**config.mk**
```make
export PLATFORM = sky130hd
export DESIGN_NAME = moisture_sampling_sequencer_flat
export DESIGN_NICKNAME = d
export VERILOG_FILES = /design/src/rtl/mss_pkg.sv /design/src/rtl/mss_in_if.sv /design/src/rtl/mss_out_if.sv /design/src/rtl/moisture_sampling_sequencer.sv /design/src/rtl/mss_cfg_regs.sv /design/src/rtl/mss_divider.sv /design/src/flat_wrapper.sv
export SDC_FILE = /design/constraint.sdc
export NUM_CORES = 1
export LEC_CHECK = 0
export ABC_AREA = 1
export BUFFER_PORTS_ARGS = -buffer_cell sky130_fd_sc_hd__buf_2
export CAP_MARGIN = 20
export CORE_MARGIN = 4
export CORE_UTILIZATION = 30
export DETAILED_ROUTE_END_ITERATION = 16
export PLACE_DENSITY = 0.52
export SETUP_SLACK_MARGIN = 0.05
export SYNTH_ARGS = -nofsm -noshare
export SYNTH_HDL_FRONTEND = slang
export SYNTH_SLANG_ARGS = --single-unit
```
**constraint.sdc**
```tcl
create_clock -name clk -period 5.5 [get_ports clk]
set_input_delay 0.55 -clock clk [delete_from_list [all_inputs] [get_ports clk]]
set_output_delay 0.55 -clock clk [all_outputs]
set_load 0.01 [all_outputs]
```
**src/rtl/mss_pkg.sv**
```systemverilog
`timescale 1ns / 1ps

package mss_pkg;

    localparam int ADC_BITS  = 10;
    localparam int TIME_BITS = 16;

    localparam int IVL_W     = 16;
    localparam int CAL_W     = ADC_BITS + 1;
    localparam int SUM_W     = 16;
    localparam int CNT_W     = 16;
    localparam int PCT_W     = 8;
    localparam int PCT_SCALE = 100;
    localparam int NUM_W     = CAL_W + 7;
    localparam int DIV_W     = (NUM_W > SUM_W) ? NUM_W : SUM_W;
    localparam int DEN_W     = (CAL_W > CNT_W) ? CAL_W : CNT_W;
    localparam int DIV_CNT_W = $clog2(DIV_W + 1);
    localparam int ACC_W     = ((IVL_W > TIME_BITS) ? IVL_W : TIME_BITS) + 1;
    localparam int CFG_IDX_W = 3;
    localparam int CFG_DATA_W = 16;
    localparam int NUM_PCTS  = 4;
    localparam int PCT_IDX_W = 2;

    localparam logic [CFG_IDX_W-1:0] REG_READING_INTERVAL = 3'd0;
    localparam logic [CFG_IDX_W-1:0] REG_POLL_INTERVAL    = 3'd1;
    localparam logic [CFG_IDX_W-1:0] REG_WINDOW_LENGTH    = 3'd2;
    localparam logic [CFG_IDX_W-1:0] REG_DRY_RAW          = 3'd3;
    localparam logic [CFG_IDX_W-1:0] REG_WET_RAW          = 3'd4;

    localparam logic [IVL_W-1:0] RESET_READING_INTERVAL = IVL_W'(15000);
    localparam logic [IVL_W-1:0] RESET_POLL_INTERVAL    = IVL_W'(100);
    localparam logic [IVL_W-1:0] RESET_WINDOW_LENGTH    = IVL_W'(1000);
    localparam logic [CAL_W-1:0] RESET_DRY_RAW          = CAL_W'(1 << ADC_BITS);
    localparam logic [CAL_W-1:0] RESET_WET_RAW          = CAL_W'(350);
    localparam logic [IVL_W-1:0] RESET_WAIT_ELAPSED     = IVL_W'(15000);
    localparam logic [CAL_W-1:0] RESET_LOWEST_RAW       = CAL_W'(1 << ADC_BITS);
    localparam logic [CNT_W-1:0] COUNT_MAX              = {CNT_W{1'b1}};
    localparam logic [PCT_W-1:0] PCT_MAX                = {PCT_W{1'b1}};

    localparam logic [PCT_IDX_W-1:0] PCT_CURRENT = 2'd0;
    localparam logic [PCT_IDX_W-1:0] PCT_AVERAGE = 2'd1;
    localparam logic [PCT_IDX_W-1:0] PCT_WETTEST = 2'd2;
    localparam logic [PCT_IDX_W-1:0] PCT_DRIEST  = 2'd3;

    typedef struct packed {
        logic [IVL_W-1:0] reading_interval;
        logic [IVL_W-1:0] poll_interval;
        logic [IVL_W-1:0] window_length;
        logic [CAL_W-1:0] dry_raw;
        logic [CAL_W-1:0] wet_raw;
    } cfg_t;

    typedef struct packed {
        logic             start;
        logic [DIV_W-1:0] dividend;
        logic [DEN_W-1:0] divisor;
    } div_req_t;

    typedef struct packed {
        logic             busy;
        logic             done;
        logic [DIV_W-1:0] quotient;
    } div_rsp_t;

    typedef struct packed {
        logic             zero;
        logic [NUM_W-1:0] num;
        logic [CAL_W-1:0] den;
    } pct_op_t;

    // Percent map operands: the quotient is formed on magnitudes. A result that
    // would be negative, or a zero span between dry and wet, forces zero.
    function automatic pct_op_t pct_prep(input logic [CAL_W-1:0] x,
                                         input logic [CAL_W-1:0] dry,
                                         input logic [CAL_W-1:0] wet);
        logic [CAL_W:0]   d;
        logic [CAL_W:0]   den;
        logic [CAL_W:0]   neg_d;
        logic [CAL_W:0]   neg_den;
        logic [CAL_W-1:0] mag_d;
        pct_op_t          r;
        d       = {1'b0, x} - {1'b0, dry};
        den     = {1'b0, wet} - {1'b0, dry};
        neg_d   = -d;
        neg_den = -den;
        mag_d   = d[CAL_W] ? neg_d[CAL_W-1:0] : d[CAL_W-1:0];
        r.den   = den[CAL_W] ? neg_den[CAL_W-1:0] : den[CAL_W-1:0];
        r.zero  = (den == '0) || (d[CAL_W] != den[CAL_W]);
        r.num   = NUM_W'(mag_d) * NUM_W'(PCT_SCALE);
        return r;
    endfunction

    function automatic logic [PCT_W-1:0] pct_sat(input logic [DIV_W-1:0] q);
        logic [PCT_W-1:0] r;
        r = (|q[DIV_W-1:PCT_W]) ? PCT_MAX : q[PCT_W-1:0];
        return r;
    endfunction

endpackage

```
**src/rtl/mss_in_if.sv**
```systemverilog
`timescale 1ns / 1ps

interface mss_in_if;
    import mss_pkg::*;

    logic                 valid;
    logic                 ready;
    logic [TIME_BITS-1:0] elapsed_ms;
    logic [ADC_BITS-1:0]  adc_sample;

    modport source (output valid, output elapsed_ms, output adc_sample, input ready);
    modport sink   (input valid, input elapsed_ms, input adc_sample, output ready);
endinterface

```
**src/rtl/mss_out_if.sv**
```systemverilog
`timescale 1ns / 1ps

interface mss_out_if;
    import mss_pkg::*;

    logic             valid;
    logic             ready;
    logic             sensor_power;
    logic             new_result;
    logic [PCT_W-1:0] current_pct;
    logic [PCT_W-1:0] average_pct;
    logic [PCT_W-1:0] wettest_pct;
    logic [PCT_W-1:0] driest_pct;

    modport source (output valid, output sensor_power, output new_result,
                    output current_pct, output average_pct, output wettest_pct,
                    output driest_pct, input ready);
    modport sink   (input valid, input sensor_power, input new_result,
                    input current_pct, input average_pct, input wettest_pct,
                    input driest_pct, output ready);
endinterface

```
**src/rtl/moisture_sampling_sequencer.sv**
```systemverilog
`timescale 1ns / 1ps

// Each tick beat after the boot beat updates the wait timer, or the poll and
// window timers, in the cycle it is accepted; its result beat then passes
// through S_EMIT into the output register, waiting there while a held beat
// is not yet taken. A tick that closes a window runs one shared 18-step
// serial divider up to five times in turn: once for the window average when
// samples were taken, then once for each of the four percent values;
// tick.ready is low while this work is in progress. The output register holds
// a finished beat, so the next tick is taken while it waits for report.ready.
module moisture_sampling_sequencer (
    input  logic                           clk,
    input  logic                           rst_n,
    input  logic                           cfg_wr_en,
    input  logic [mss_pkg::CFG_IDX_W-1:0]  cfg_index,
    input  logic [mss_pkg::CFG_DATA_W-1:0] cfg_data,
    mss_in_if.sink                         tick,
    mss_out_if.source                      report
);
    import mss_pkg::*;

    typedef enum logic [1:0] {
        S_IDLE,
        S_AVG,
        S_PCT,
        S_EMIT
    } state_t;

    typedef enum logic [1:0] {
        PH_BOOT,
        PH_WAIT,
        PH_POLL
    } phase_t;

    cfg_t     cfg;
    div_req_t div_req;
    div_rsp_t div_rsp;
    pct_op_t  pct_op;

    state_t               state_reg, state_next;
    phase_t               phase_reg, phase_next;
    logic [IVL_W-1:0]     wait_reg, wait_next;
    logic [IVL_W-1:0]     poll_reg, poll_next;
    logic [IVL_W-1:0]     win_reg, win_next;
    logic [CNT_W-1:0]     cnt_reg, cnt_next;
    logic [SUM_W-1:0]     sum_reg, sum_next;
    logic [ADC_BITS-1:0]  last_reg, last_next;
    logic [ADC_BITS-1:0]  avg_reg, avg_next;
    logic [CAL_W-1:0]     low_reg, low_next;
    logic [ADC_BITS-1:0]  high_reg, high_next;
    logic                 power_reg, power_next;
    logic                 nres_reg, nres_next;
    logic [PCT_W-1:0]     pct_reg [NUM_PCTS];
    logic [PCT_W-1:0]     pct_next [NUM_PCTS];
    logic [PCT_IDX_W-1:0] idx_reg, idx_next;
    logic                 run_reg, run_next;
    logic                 zero_reg, zero_next;
    logic                 out_valid_reg, out_valid_next;
    logic                 out_power_reg, out_power_next;
    logic                 out_nres_reg, out_nres_next;
    logic [PCT_W-1:0]     out_pct_reg [NUM_PCTS];
    logic [PCT_W-1:0]     out_pct_next [NUM_PCTS];

    logic [ACC_W-1:0]     wait_sum, poll_sum, win_sum;
    logic                 wait_due, poll_due, win_due;
    logic [CNT_W-1:0]     cnt_smp;
    logic [SUM_W-1:0]     sum_smp;
    logic [CAL_W-1:0]     pct_x;

    mss_cfg_regs u_cfg (
        .clk       (clk),
        .rst_n     (rst_n),
        .cfg_wr_en (cfg_wr_en),
        .cfg_index (cfg_index),
        .cfg_data  (cfg_data),
        .cfg       (cfg)
    );

    mss_divider u_div (
        .clk   (clk),
        .rst_n (rst_n),
        .req   (div_req),
        .rsp   (div_rsp)
    );

    assign wait_sum = ACC_W'(wait_reg) + ACC_W'(tick.elapsed_ms);
    assign poll_sum = ACC_W'(poll_reg) + ACC_W'(tick.elapsed_ms);
    assign win_sum  = ACC_W'(win_reg) + ACC_W'(tick.elapsed_ms);
    assign wait_due = wait_sum >= ACC_W'(cfg.reading_interval);
    assign poll_due = poll_sum >= ACC_W'(cfg.poll_interval);
    assign win_due  = win_sum >= ACC_W'(cfg.window_length);

    assign cnt_smp = (poll_due && (cnt_reg != COUNT_MAX)) ? cnt_reg + 1'b1 : cnt_reg;
    assign sum_smp = poll_due ? sum_reg + SUM_W'(tick.adc_sample) : sum_reg;

    always_comb
    begin
        case (idx_reg)
            PCT_CURRENT: pct_x = CAL_W'(last_reg);
            PCT_AVERAGE: pct_x = CAL_W'(avg_reg);
            PCT_WETTEST: pct_x = low_reg;
            default:     pct_x = CAL_W'(high_reg);
        endcase
    end

    assign pct_op = pct_prep(pct_x, cfg.dry_raw, cfg.wet_raw);

    always_comb
    begin
        state_next     = state_reg;
        phase_next     = phase_reg;
        wait_next      = wait_reg;
        poll_next      = poll_reg;
        win_next       = win_reg;
        cnt_next       = cnt_reg;
        sum_next       = sum_reg;
        last_next      = last_reg;
        avg_next       = avg_reg;
        low_next       = low_reg;
        high_next      = high_reg;
        power_next     = power_reg;
        nres_next      = nres_reg;
        pct_next       = pct_reg;
        idx_next       = idx_reg;
        run_next       = run_reg;
        zero_next      = zero_reg;
        out_valid_next = out_valid_reg && !report.ready;
        out_power_next = out_power_reg;
        out_nres_next  = out_nres_reg;
        out_pct_next   = out_pct_reg;
        div_req        = '0;

        case (state_reg)
            S_IDLE:
            begin
                if (tick.valid)
                begin
                    state_next = S_EMIT;
                    nres_next  = 1'b0;
                    case (phase_reg)
                        PH_BOOT:
                        begin
                            last_next  = tick.adc_sample;
                            phase_next = PH_WAIT;
                        end
                        PH_POLL:
                        begin
                            poll_next = poll_due ? '0 : poll_sum[IVL_W-1:0];
                            win_next  = win_due ? '0 : win_sum[IVL_W-1:0];
                            cnt_next  = cnt_smp;
                            sum_next  = sum_smp;
                            if (poll_due)
                            begin
                                last_next = tick.adc_sample;
                                if (CAL_W'(tick.adc_sample) < low_reg)
                                begin
                                    low_next = CAL_W'(tick.adc_sample);
                                end
                                if (tick.adc_sample > high_reg)
                                begin
                                    high_next = tick.adc_sample;
                                end
                            end
                            if (win_due)
                            begin
                                nres_next  = 1'b1;
                                phase_next = PH_WAIT;
                                idx_next   = PCT_CURRENT;
                                run_next   = 1'b0;
                                if (cnt_smp != '0)
                                begin
                                    div_req.start    = 1'b1;
                                    div_req.dividend = DIV_W'(sum_smp);
                                    div_req.divisor  = DEN_W'(cnt_smp);
                                    sum_next         = '0;
                                    cnt_next         = '0;
                                    power_next       = 1'b0;
                                    state_next       = S_AVG;
                                end
                                else
                                begin
                                    state_next = S_PCT;
                                end
                            end
                        end
                        default:
                        begin
                            wait_next = wait_due ? '0 : wait_sum[IVL_W-1:0];
                            if (wait_due)
                            begin
                                phase_next = PH_POLL;
                                power_next = 1'b1;
                            end
                        end
                    endcase
                end
            end
            S_AVG:
            begin
                if (div_rsp.done)
                begin
                    avg_next   = div_rsp.quotient[ADC_BITS-1:0];
                    state_next = S_PCT;
                end
            end
            S_PCT:
            begin
                if (!run_reg)
                begin
                    div_req.start    = 1'b1;
                    div_req.dividend = DIV_W'(pct_op.num);
                    div_req.divisor  = DEN_W'(pct_op.den);
                    zero_next        = pct_op.zero;
                    run_next         = 1'b1;
                end
                else if (div_rsp.done)
                begin
                    pct_next[idx_reg] = zero_reg ? '0 : pct_sat(div_rsp.quotient);
                    run_next          = 1'b0;
                    if (idx_reg == PCT_DRIEST)
                    begin
                        state_next = S_EMIT;
                    end
                    else
                    begin
                        idx_next = idx_reg + 1'b1;
                    end
                end
            end
            S_EMIT:
            begin
                if (!out_valid_reg || report.ready)
                begin
                    out_valid_next = 1'b1;
                    out_power_next = power_reg;
                    out_nres_next  = nres_reg;
                    out_pct_next   = pct_reg;
                    state_next     = S_IDLE;
                end
            end
            default:
            begin
                state_next = S_IDLE;
            end
        endcase
    end

    always_ff @(posedge clk or negedge rst_n)
    begin
        if (!rst_n)
        begin
            state_reg     <= S_IDLE;
            phase_reg     <= PH_BOOT;
            wait_reg      <= RESET_WAIT_ELAPSED;
            poll_reg      <= '0;
            win_reg       <= '0;
            cnt_reg       <= '0;
            sum_reg       <= '0;
            last_reg      <= '0;
            avg_reg       <= '0;
            low_reg       <= RESET_LOWEST_RAW;
            high_reg      <= '0;
            power_reg     <= 1'b0;
            nres_reg      <= 1'b0;
            pct_reg       <= '{default: '0};
            idx_reg       <= '0;
            run_reg       <= 1'b0;
            zero_reg      <= 1'b0;
            out_valid_reg <= 1'b0;
        end
        else
        begin
            state_reg     <= state_next;
            phase_reg     <= phase_next;
            wait_reg      <= wait_next;
            poll_reg      <= poll_next;
            win_reg       <= win_next;
            cnt_reg       <= cnt_next;
            sum_reg       <= sum_next;
            last_reg      <= last_next;
            avg_reg       <= avg_next;
            low_reg       <= low_next;
            high_reg      <= high_next;
            power_reg     <= power_next;
            nres_reg      <= nres_next;
            pct_reg       <= pct_next;
            idx_reg       <= idx_next;
            run_reg       <= run_next;
            zero_reg      <= zero_next;
            out_valid_reg <= out_valid_next;
        end
    end

    always_ff @(posedge clk)
    begin
        out_power_reg <= out_power_next;
        out_nres_reg  <= out_nres_next;
        out_pct_reg   <= out_pct_next;
    end

    assign tick.ready          = (state_reg == S_IDLE);
    assign report.valid        = out_valid_reg;
    assign report.sensor_power = out_power_reg;
    assign report.new_result   = out_nres_reg;
    assign report.current_pct  = out_pct_reg[PCT_CURRENT];
    assign report.average_pct  = out_pct_reg[PCT_AVERAGE];
    assign report.wettest_pct  = out_pct_reg[PCT_WETTEST];
    assign report.driest_pct   = out_pct_reg[PCT_DRIEST];

    a_avg_has_divider: assert property (@(posedge clk) disable iff (!rst_n)
        (state_reg == S_AVG) |-> (div_rsp.busy || div_rsp.done))
        else $error("waiting on the average with the divider idle");

    a_boot_once: assert property (@(posedge clk) disable iff (!rst_n)
        (phase_reg != PH_BOOT) |=> (phase_reg != PH_BOOT))
        else $error("boot phase entered again");

    a_empty_sum: assert property (@(posedge clk) disable iff (!rst_n)
        (cnt_reg == '0) |-> (sum_reg == '0))
        else $error("sample sum nonzero with no samples");

endmodule

```
**src/rtl/mss_cfg_regs.sv**
```systemverilog
`timescale 1ns / 1ps

module mss_cfg_regs (
    input  logic                           clk,
    input  logic                           rst_n,
    input  logic                           cfg_wr_en,
    input  logic [mss_pkg::CFG_IDX_W-1:0]  cfg_index,
    input  logic [mss_pkg::CFG_DATA_W-1:0] cfg_data,
    output mss_pkg::cfg_t                  cfg
);
    import mss_pkg::*;

    cfg_t cfg_reg;
    cfg_t cfg_next;

    always_comb
    begin
        cfg_next = cfg_reg;
        if (cfg_wr_en)
        begin
            case (cfg_index)
                REG_READING_INTERVAL: cfg_next.reading_interval = IVL_W'(cfg_data);
                REG_POLL_INTERVAL:    cfg_next.poll_interval    = IVL_W'(cfg_data);
                REG_WINDOW_LENGTH:    cfg_next.window_length    = IVL_W'(cfg_data);
                REG_DRY_RAW:          cfg_next.dry_raw          = CAL_W'(cfg_data);
                REG_WET_RAW:          cfg_next.wet_raw          = CAL_W'(cfg_data);
                default:              cfg_next = cfg_reg;
            endcase
        end
    end

    always_ff @(posedge clk or negedge rst_n)
    begin
        if (!rst_n)
        begin
            cfg_reg.reading_interval <= RESET_READING_INTERVAL;
            cfg_reg.poll_interval    <= RESET_POLL_INTERVAL;
            cfg_reg.window_length    <= RESET_WINDOW_LENGTH;
            cfg_reg.dry_raw          <= RESET_DRY_RAW;
            cfg_reg.wet_raw          <= RESET_WET_RAW;
        end
        else
        begin
            cfg_reg <= cfg_next;
        end
    end

    assign cfg = cfg_reg;

endmodule

```
**src/rtl/mss_divider.sv**
```systemverilog
`timescale 1ns / 1ps

module mss_divider (
    input  logic              clk,
    input  logic              rst_n,
    input  mss_pkg::div_req_t req,
    output mss_pkg::div_rsp_t rsp
);
    import mss_pkg::*;

    logic                 busy_reg, busy_next;
    logic                 done_reg, done_next;
    logic [DIV_CNT_W-1:0] cnt_reg, cnt_next;
    logic [DIV_W-1:0]     quo_reg, quo_next;
    logic [DEN_W-1:0]     rem_reg, rem_next;
    logic [DEN_W-1:0]     den_reg, den_next;
    logic [DEN_W:0]       trial;
    logic [DEN_W:0]       diff;
    logic                 fits;

    assign trial = {rem_reg, quo_reg[DIV_W-1]};
    assign diff  = trial - {1'b0, den_reg};
    assign fits  = trial >= {1'b0, den_reg};

    always_comb
    begin
        busy_next = busy_reg;
        done_next = 1'b0;
        cnt_next  = cnt_reg;
        quo_next  = quo_reg;
        rem_next  = rem_reg;
        den_next  = den_reg;
        if (req.start)
        begin
            busy_next = 1'b1;
            cnt_next  = DIV_CNT_W'(DIV_W);
            quo_next  = req.dividend;
            rem_next  = '0;
            den_next  = req.divisor;
        end
        else if (busy_reg)
        begin
            quo_next = {quo_reg[DIV_W-2:0], fits};
            rem_next = fits ? diff[DEN_W-1:0] : trial[DEN_W-1:0];
            cnt_next = cnt_reg - 1'b1;
            if (cnt_reg == DIV_CNT_W'(1))
            begin
                busy_next = 1'b0;
                done_next = 1'b1;
            end
        end
    end

    always_ff @(posedge clk or negedge rst_n)
    begin
        if (!rst_n)
        begin
            busy_reg <= 1'b0;
            done_reg <= 1'b0;
            cnt_reg  <= '0;
        end
        else
        begin
            busy_reg <= busy_next;
            done_reg <= done_next;
            cnt_reg  <= cnt_next;
        end
    end

    always_ff @(posedge clk)
    begin
        quo_reg <= quo_next;
        rem_reg <= rem_next;
        den_reg <= den_next;
    end

    assign rsp.busy     = busy_reg;
    assign rsp.done     = done_reg;
    assign rsp.quotient = quo_reg;

    a_done_after_busy: assert property (@(posedge clk) disable iff (!rst_n)
        done_reg |-> $past(busy_reg))
        else $error("divider finished without running");

    a_no_start_busy: assert property (@(posedge clk) disable iff (!rst_n)
        req.start |-> !busy_reg)
        else $error("divider started while busy");

    a_busy_count: assert property (@(posedge clk) disable iff (!rst_n)
        busy_reg |-> (cnt_reg != '0))
        else $error("divider busy with no steps left");

endmodule
```
**src/flat_wrapper.sv**
```systemverilog
// flat-port wrapper written by rule: the top's interface ports become plain ports
module moisture_sampling_sequencer_flat import mss_pkg::*;
  (clk, rst_n, cfg_wr_en, cfg_index, cfg_data, tick_valid, tick_elapsed_ms, tick_adc_sample, tick_ready, report_valid, report_sensor_power, report_new_result, report_current_pct, report_average_pct, report_wettest_pct, report_driest_pct, report_ready);
  mss_in_if tick_i ();
  mss_out_if report_i ();
  input  logic clk;
  input  logic rst_n;
  input  logic cfg_wr_en;
  input  logic [mss_pkg::CFG_IDX_W-1:0] cfg_index;
  input  logic [mss_pkg::CFG_DATA_W-1:0] cfg_data;
  input wire logic [$bits(tick_i.valid)-1:0] tick_valid;
  input wire logic [$bits(tick_i.elapsed_ms)-1:0] tick_elapsed_ms;
  input wire logic [$bits(tick_i.adc_sample)-1:0] tick_adc_sample;
  output wire logic [$bits(tick_i.ready)-1:0] tick_ready;
  output wire logic [$bits(report_i.valid)-1:0] report_valid;
  output wire logic [$bits(report_i.sensor_power)-1:0] report_sensor_power;
  output wire logic [$bits(report_i.new_result)-1:0] report_new_result;
  output wire logic [$bits(report_i.current_pct)-1:0] report_current_pct;
  output wire logic [$bits(report_i.average_pct)-1:0] report_average_pct;
  output wire logic [$bits(report_i.wettest_pct)-1:0] report_wettest_pct;
  output wire logic [$bits(report_i.driest_pct)-1:0] report_driest_pct;
  input wire logic [$bits(report_i.ready)-1:0] report_ready;
  assign tick_i.valid = tick_valid;
  assign tick_i.elapsed_ms = tick_elapsed_ms;
  assign tick_i.adc_sample = tick_adc_sample;
  assign tick_ready = tick_i.ready;
  assign report_valid = report_i.valid;
  assign report_sensor_power = report_i.sensor_power;
  assign report_new_result = report_i.new_result;
  assign report_current_pct = report_i.current_pct;
  assign report_average_pct = report_i.average_pct;
  assign report_wettest_pct = report_i.wettest_pct;
  assign report_driest_pct = report_i.driest_pct;
  assign report_i.ready = report_ready;
  moisture_sampling_sequencer u_core (.clk(clk), .rst_n(rst_n), .cfg_wr_en(cfg_wr_en), .cfg_index(cfg_index), .cfg_data(cfg_data), .tick(tick_i), .report(report_i));
endmodule
```
==> results.json <==
{
  "rows": 96,
  "antenna_found_initial": 1,
  "initial_core_util_pct": 30.4,
  "crit_buf_inv": 6,
  "slew_viol_final": 0,
  "cts-hold-fix-buffers": 0,
  "synth_top_area_cell": "dfrtp_1",
  "period_share_pct": 96.8,
  "power_density_nw_per_um2": 406,
  "slew_headroom_pct": 29.9,
  "cp_top_family": "adder cells",
  "maxCapViolations": 0,
  "crit_type": "reg -> reg",
  "synth_common_cells": "602 x nand2_1, 337 x inv_1, 225 x o21ai_0",
  "drt_iter0_drc": 1077,
  "syn_area_per_cell_um2": 8.15,
  "largest_reg_flops": 70,
  "htree_levels": 2,
  "cts-buffers-inserted": 42,
  "portBuffers": 85,
  "worstSetupStartpointType": "register",
  "gr-usage-all-layers_pct": 15.5,
  "synth_cells": 2569,
  "rsz0062_at_grt": "true",
  "grt_pass1_wl_um": 92600,
  "synth_area_leaders": "dfrtp_1 25%, ha_1 13%, nand2_1 11%",
  "utilization_pct": 35.9,
  "grt_pass1_vias": 17400,
  "worstSetupEndpoint": "u_core.u_div.quo_reg[17]$_DFFE_PP_",
  "fmax_mhz": 188,
  "clock-skew-final_ns": 0.0502,
  "worstSetupPathDepth": 31,
  "leakage_nw": 12.1,
  "r2r_cells": 31,
  "ys_warn_count": 0,
  "grt_overflow_total": 0,
  "syn_nets": 2845,
  "synth-main-ff-cell": "dfrtp_1",
  "crit_top_cell": "nand2_1",
  "critPathMaxFanout": 7,
  "clk_path_buf_depth": 3,
  "syn_area_um2": 21000,
  "io-pin-count": 86,
  "final_antenna_net_count": 0,
  "vdd_ir_drop_max_uv": 457,
  "fin_area_um2": 24800,
  "hpwlAfterDp_um": 43600,
  "drt-total-wl_um": 58200,
  "postPlaceCellArea_um2": 22900,
  "setup_viol": 0,
  "vias": 17500,
  "rr_endpoint": "u_core.u_div.quo_reg[17]$_DFFE_PP_",
  "grt_max_degree": 127,
  "synth_cell_type_count": 58,
  "crit_start": "u_core.idx_reg[0]$_DFFE_PN0P_",
  "clock-sinks": 325,
  "ys_seq_area_share_pct": 40.2,
  "drc": 0,
  "synth_most_common_cell": "nand2_1",
  "synth_top_cell_area_share_pct": 25.1,
  "core_area_um2": 68900,
  "timing.rr.start": "u_core.idx_reg[0]$_DFFE_PN0P_",
  "clk_pin_slew_worst_paths_ns": 0.06,
  "synthArstFlopShare_pct": 74.2,
  "clock_latency_ns": 0.59,
  "worst_pin_slew_ns": 1.05,
  "setup_slack_ns": 0.177,
  "gp_congestion": 0.882,
  "arrival_ns": 5.65,
  "post_drt_wl_per_cell_um": 15.8,
  "worst_setup_path_end_kind": "register",
  "setup_tns_ns": 0,
  "layout.nets": 2993,
  "reg2reg_slack_ns": 0.18,
  "die_y_um": 272,
  "power_mw": 10.1,
  "cts-root-buf": "clkbuf_16",
  "die_area_um2": 74100,
  "area_growth_pct": 18.3,
  "drtPass1Iterations": 7,
  "crit_path_max_incr_delay_ns": 0.49,
  "viasPerCell": 4.75,
  "pre_cts_ws_ns": -0.0870,
  "slowest_stage": "fa_1",
  "status": "completed",
  "chipWidth_um": 272,
  "required_ns": 5.83,
  "synth_seq_cells": 325,
  "hold_class": "in -> async",
  "synth_edf_count": 68,
  "hold_viol": 0,
  "finalCriticalPeriod_ns": 5.32,
  "drive_gt1_share_pct": 14.1,
  "cts_tree": "yes"
}
## layout make-up
| cell class | count | area, um^2 |
|---|---|---|
| fillers | 7185 | 44200 |
| multi-input cells | 1825 | 11200 |
| flip-flops and latches | 325 | 8430 |
| inverters | 346 | 1300 |
| repair buffers | 177 | 1200 |
| clock buffers | 58 | 1190 |
| well taps | 931 | 1160 |
| clock inverters | 19 | 240 |
| diodes | 1 | 2.50 |
## power breakdown
part / internal, mW / switching [mW] / total [mW]
Sequential: 2.69 / 0.129 / 2.82
Combinational: 1.98 / 2.42 / 4.41
Clock: 1.72 / 1.13 / 2.85
Total: 6.39 / 3.68 / 10.1
## per-layer routing
| metal | routed length [um] | track usage (%) | vias to the layer above |
|---|---|---|---|
| met5 | 0 | 0 | - |
| met4 | 2130 | 5.55 | 0 |
| met3 | 2370 | 2.05 | 107 |
| met2 | 26100 | 24.8 | 337 |
| met1 | 27500 | 21.5 | 8236 |
| li1 | - | - | 8816 |
## cells by family after synthesis
kind of cell,Yosys count,synth area share [%]
DFF,325,40.2
AOI/OAI and AO/OA,530,14.0
xor gates and xnor gates,104,4.35
and+or+nand+nor,956,19.2
buffers and inverters,419,7.84
adders and majority gates,226,13.9
muxes,9,0.484
## worst min path at each step
stage	startpoint	to	slack [ns]	depth (start not counted)
final	rst_n	u_core.low_reg[5]$_DFFE_PN0P_	0.11	1
after global routing	rst_n	u_core.last_reg[2]$_DFFE_PN0P_	0.17	1
after CTS	rst_n	u_core.zero_reg$_DFFE_PN0P_	0.12	1
after detailed placement	u_core.pct_reg[21]$_DFFE_PN0P_	u_core.report.average_pct[5]$_DFFE_PP_	0.43	0
after global placement	u_core.pct_reg[20]$_DFFE_PN0P_	u_core.report.average_pct[4]$_DFFE_PP_	0.43	0
after floorplan	rst_n	u_core.avg_reg[0]$_DFFE_PN0P_	0.25	0
## stage by stage
stage,cells,hold slack (ns)
final,3682,0.111
after CTS,3674,0.120
after global routing,3681,0.166
after floorplan,2569,0.254
after detailed placement,3593,0.434
after global placement,3593,0.432
## cells in the final DEF, fill, tap and decap left out, drive strengths merged, types with 58 or more instances in the layout
master | synthesis | routed
nor2 | 135 | 135
a21oi | 202 | 202
nand2 | 610 | 610
clkbuf | 56 | 58
o21ai | 241 | 241
nand3 | 140 | 140
inv | 338 | 340
dfrtp | 210 | 210
buf | 17 | 177
ha | 214 | 214
xor2 | 78 | 78
edfxtp | 68 | 68
## repair_timing
item	in CTS	in global routing
pin swaps	6	31
gates resized for setup	18	53
buffers inserted	4	4
setup endpoints to repair	3	89
Note: power is estimated with default switching activity, not from simulation.
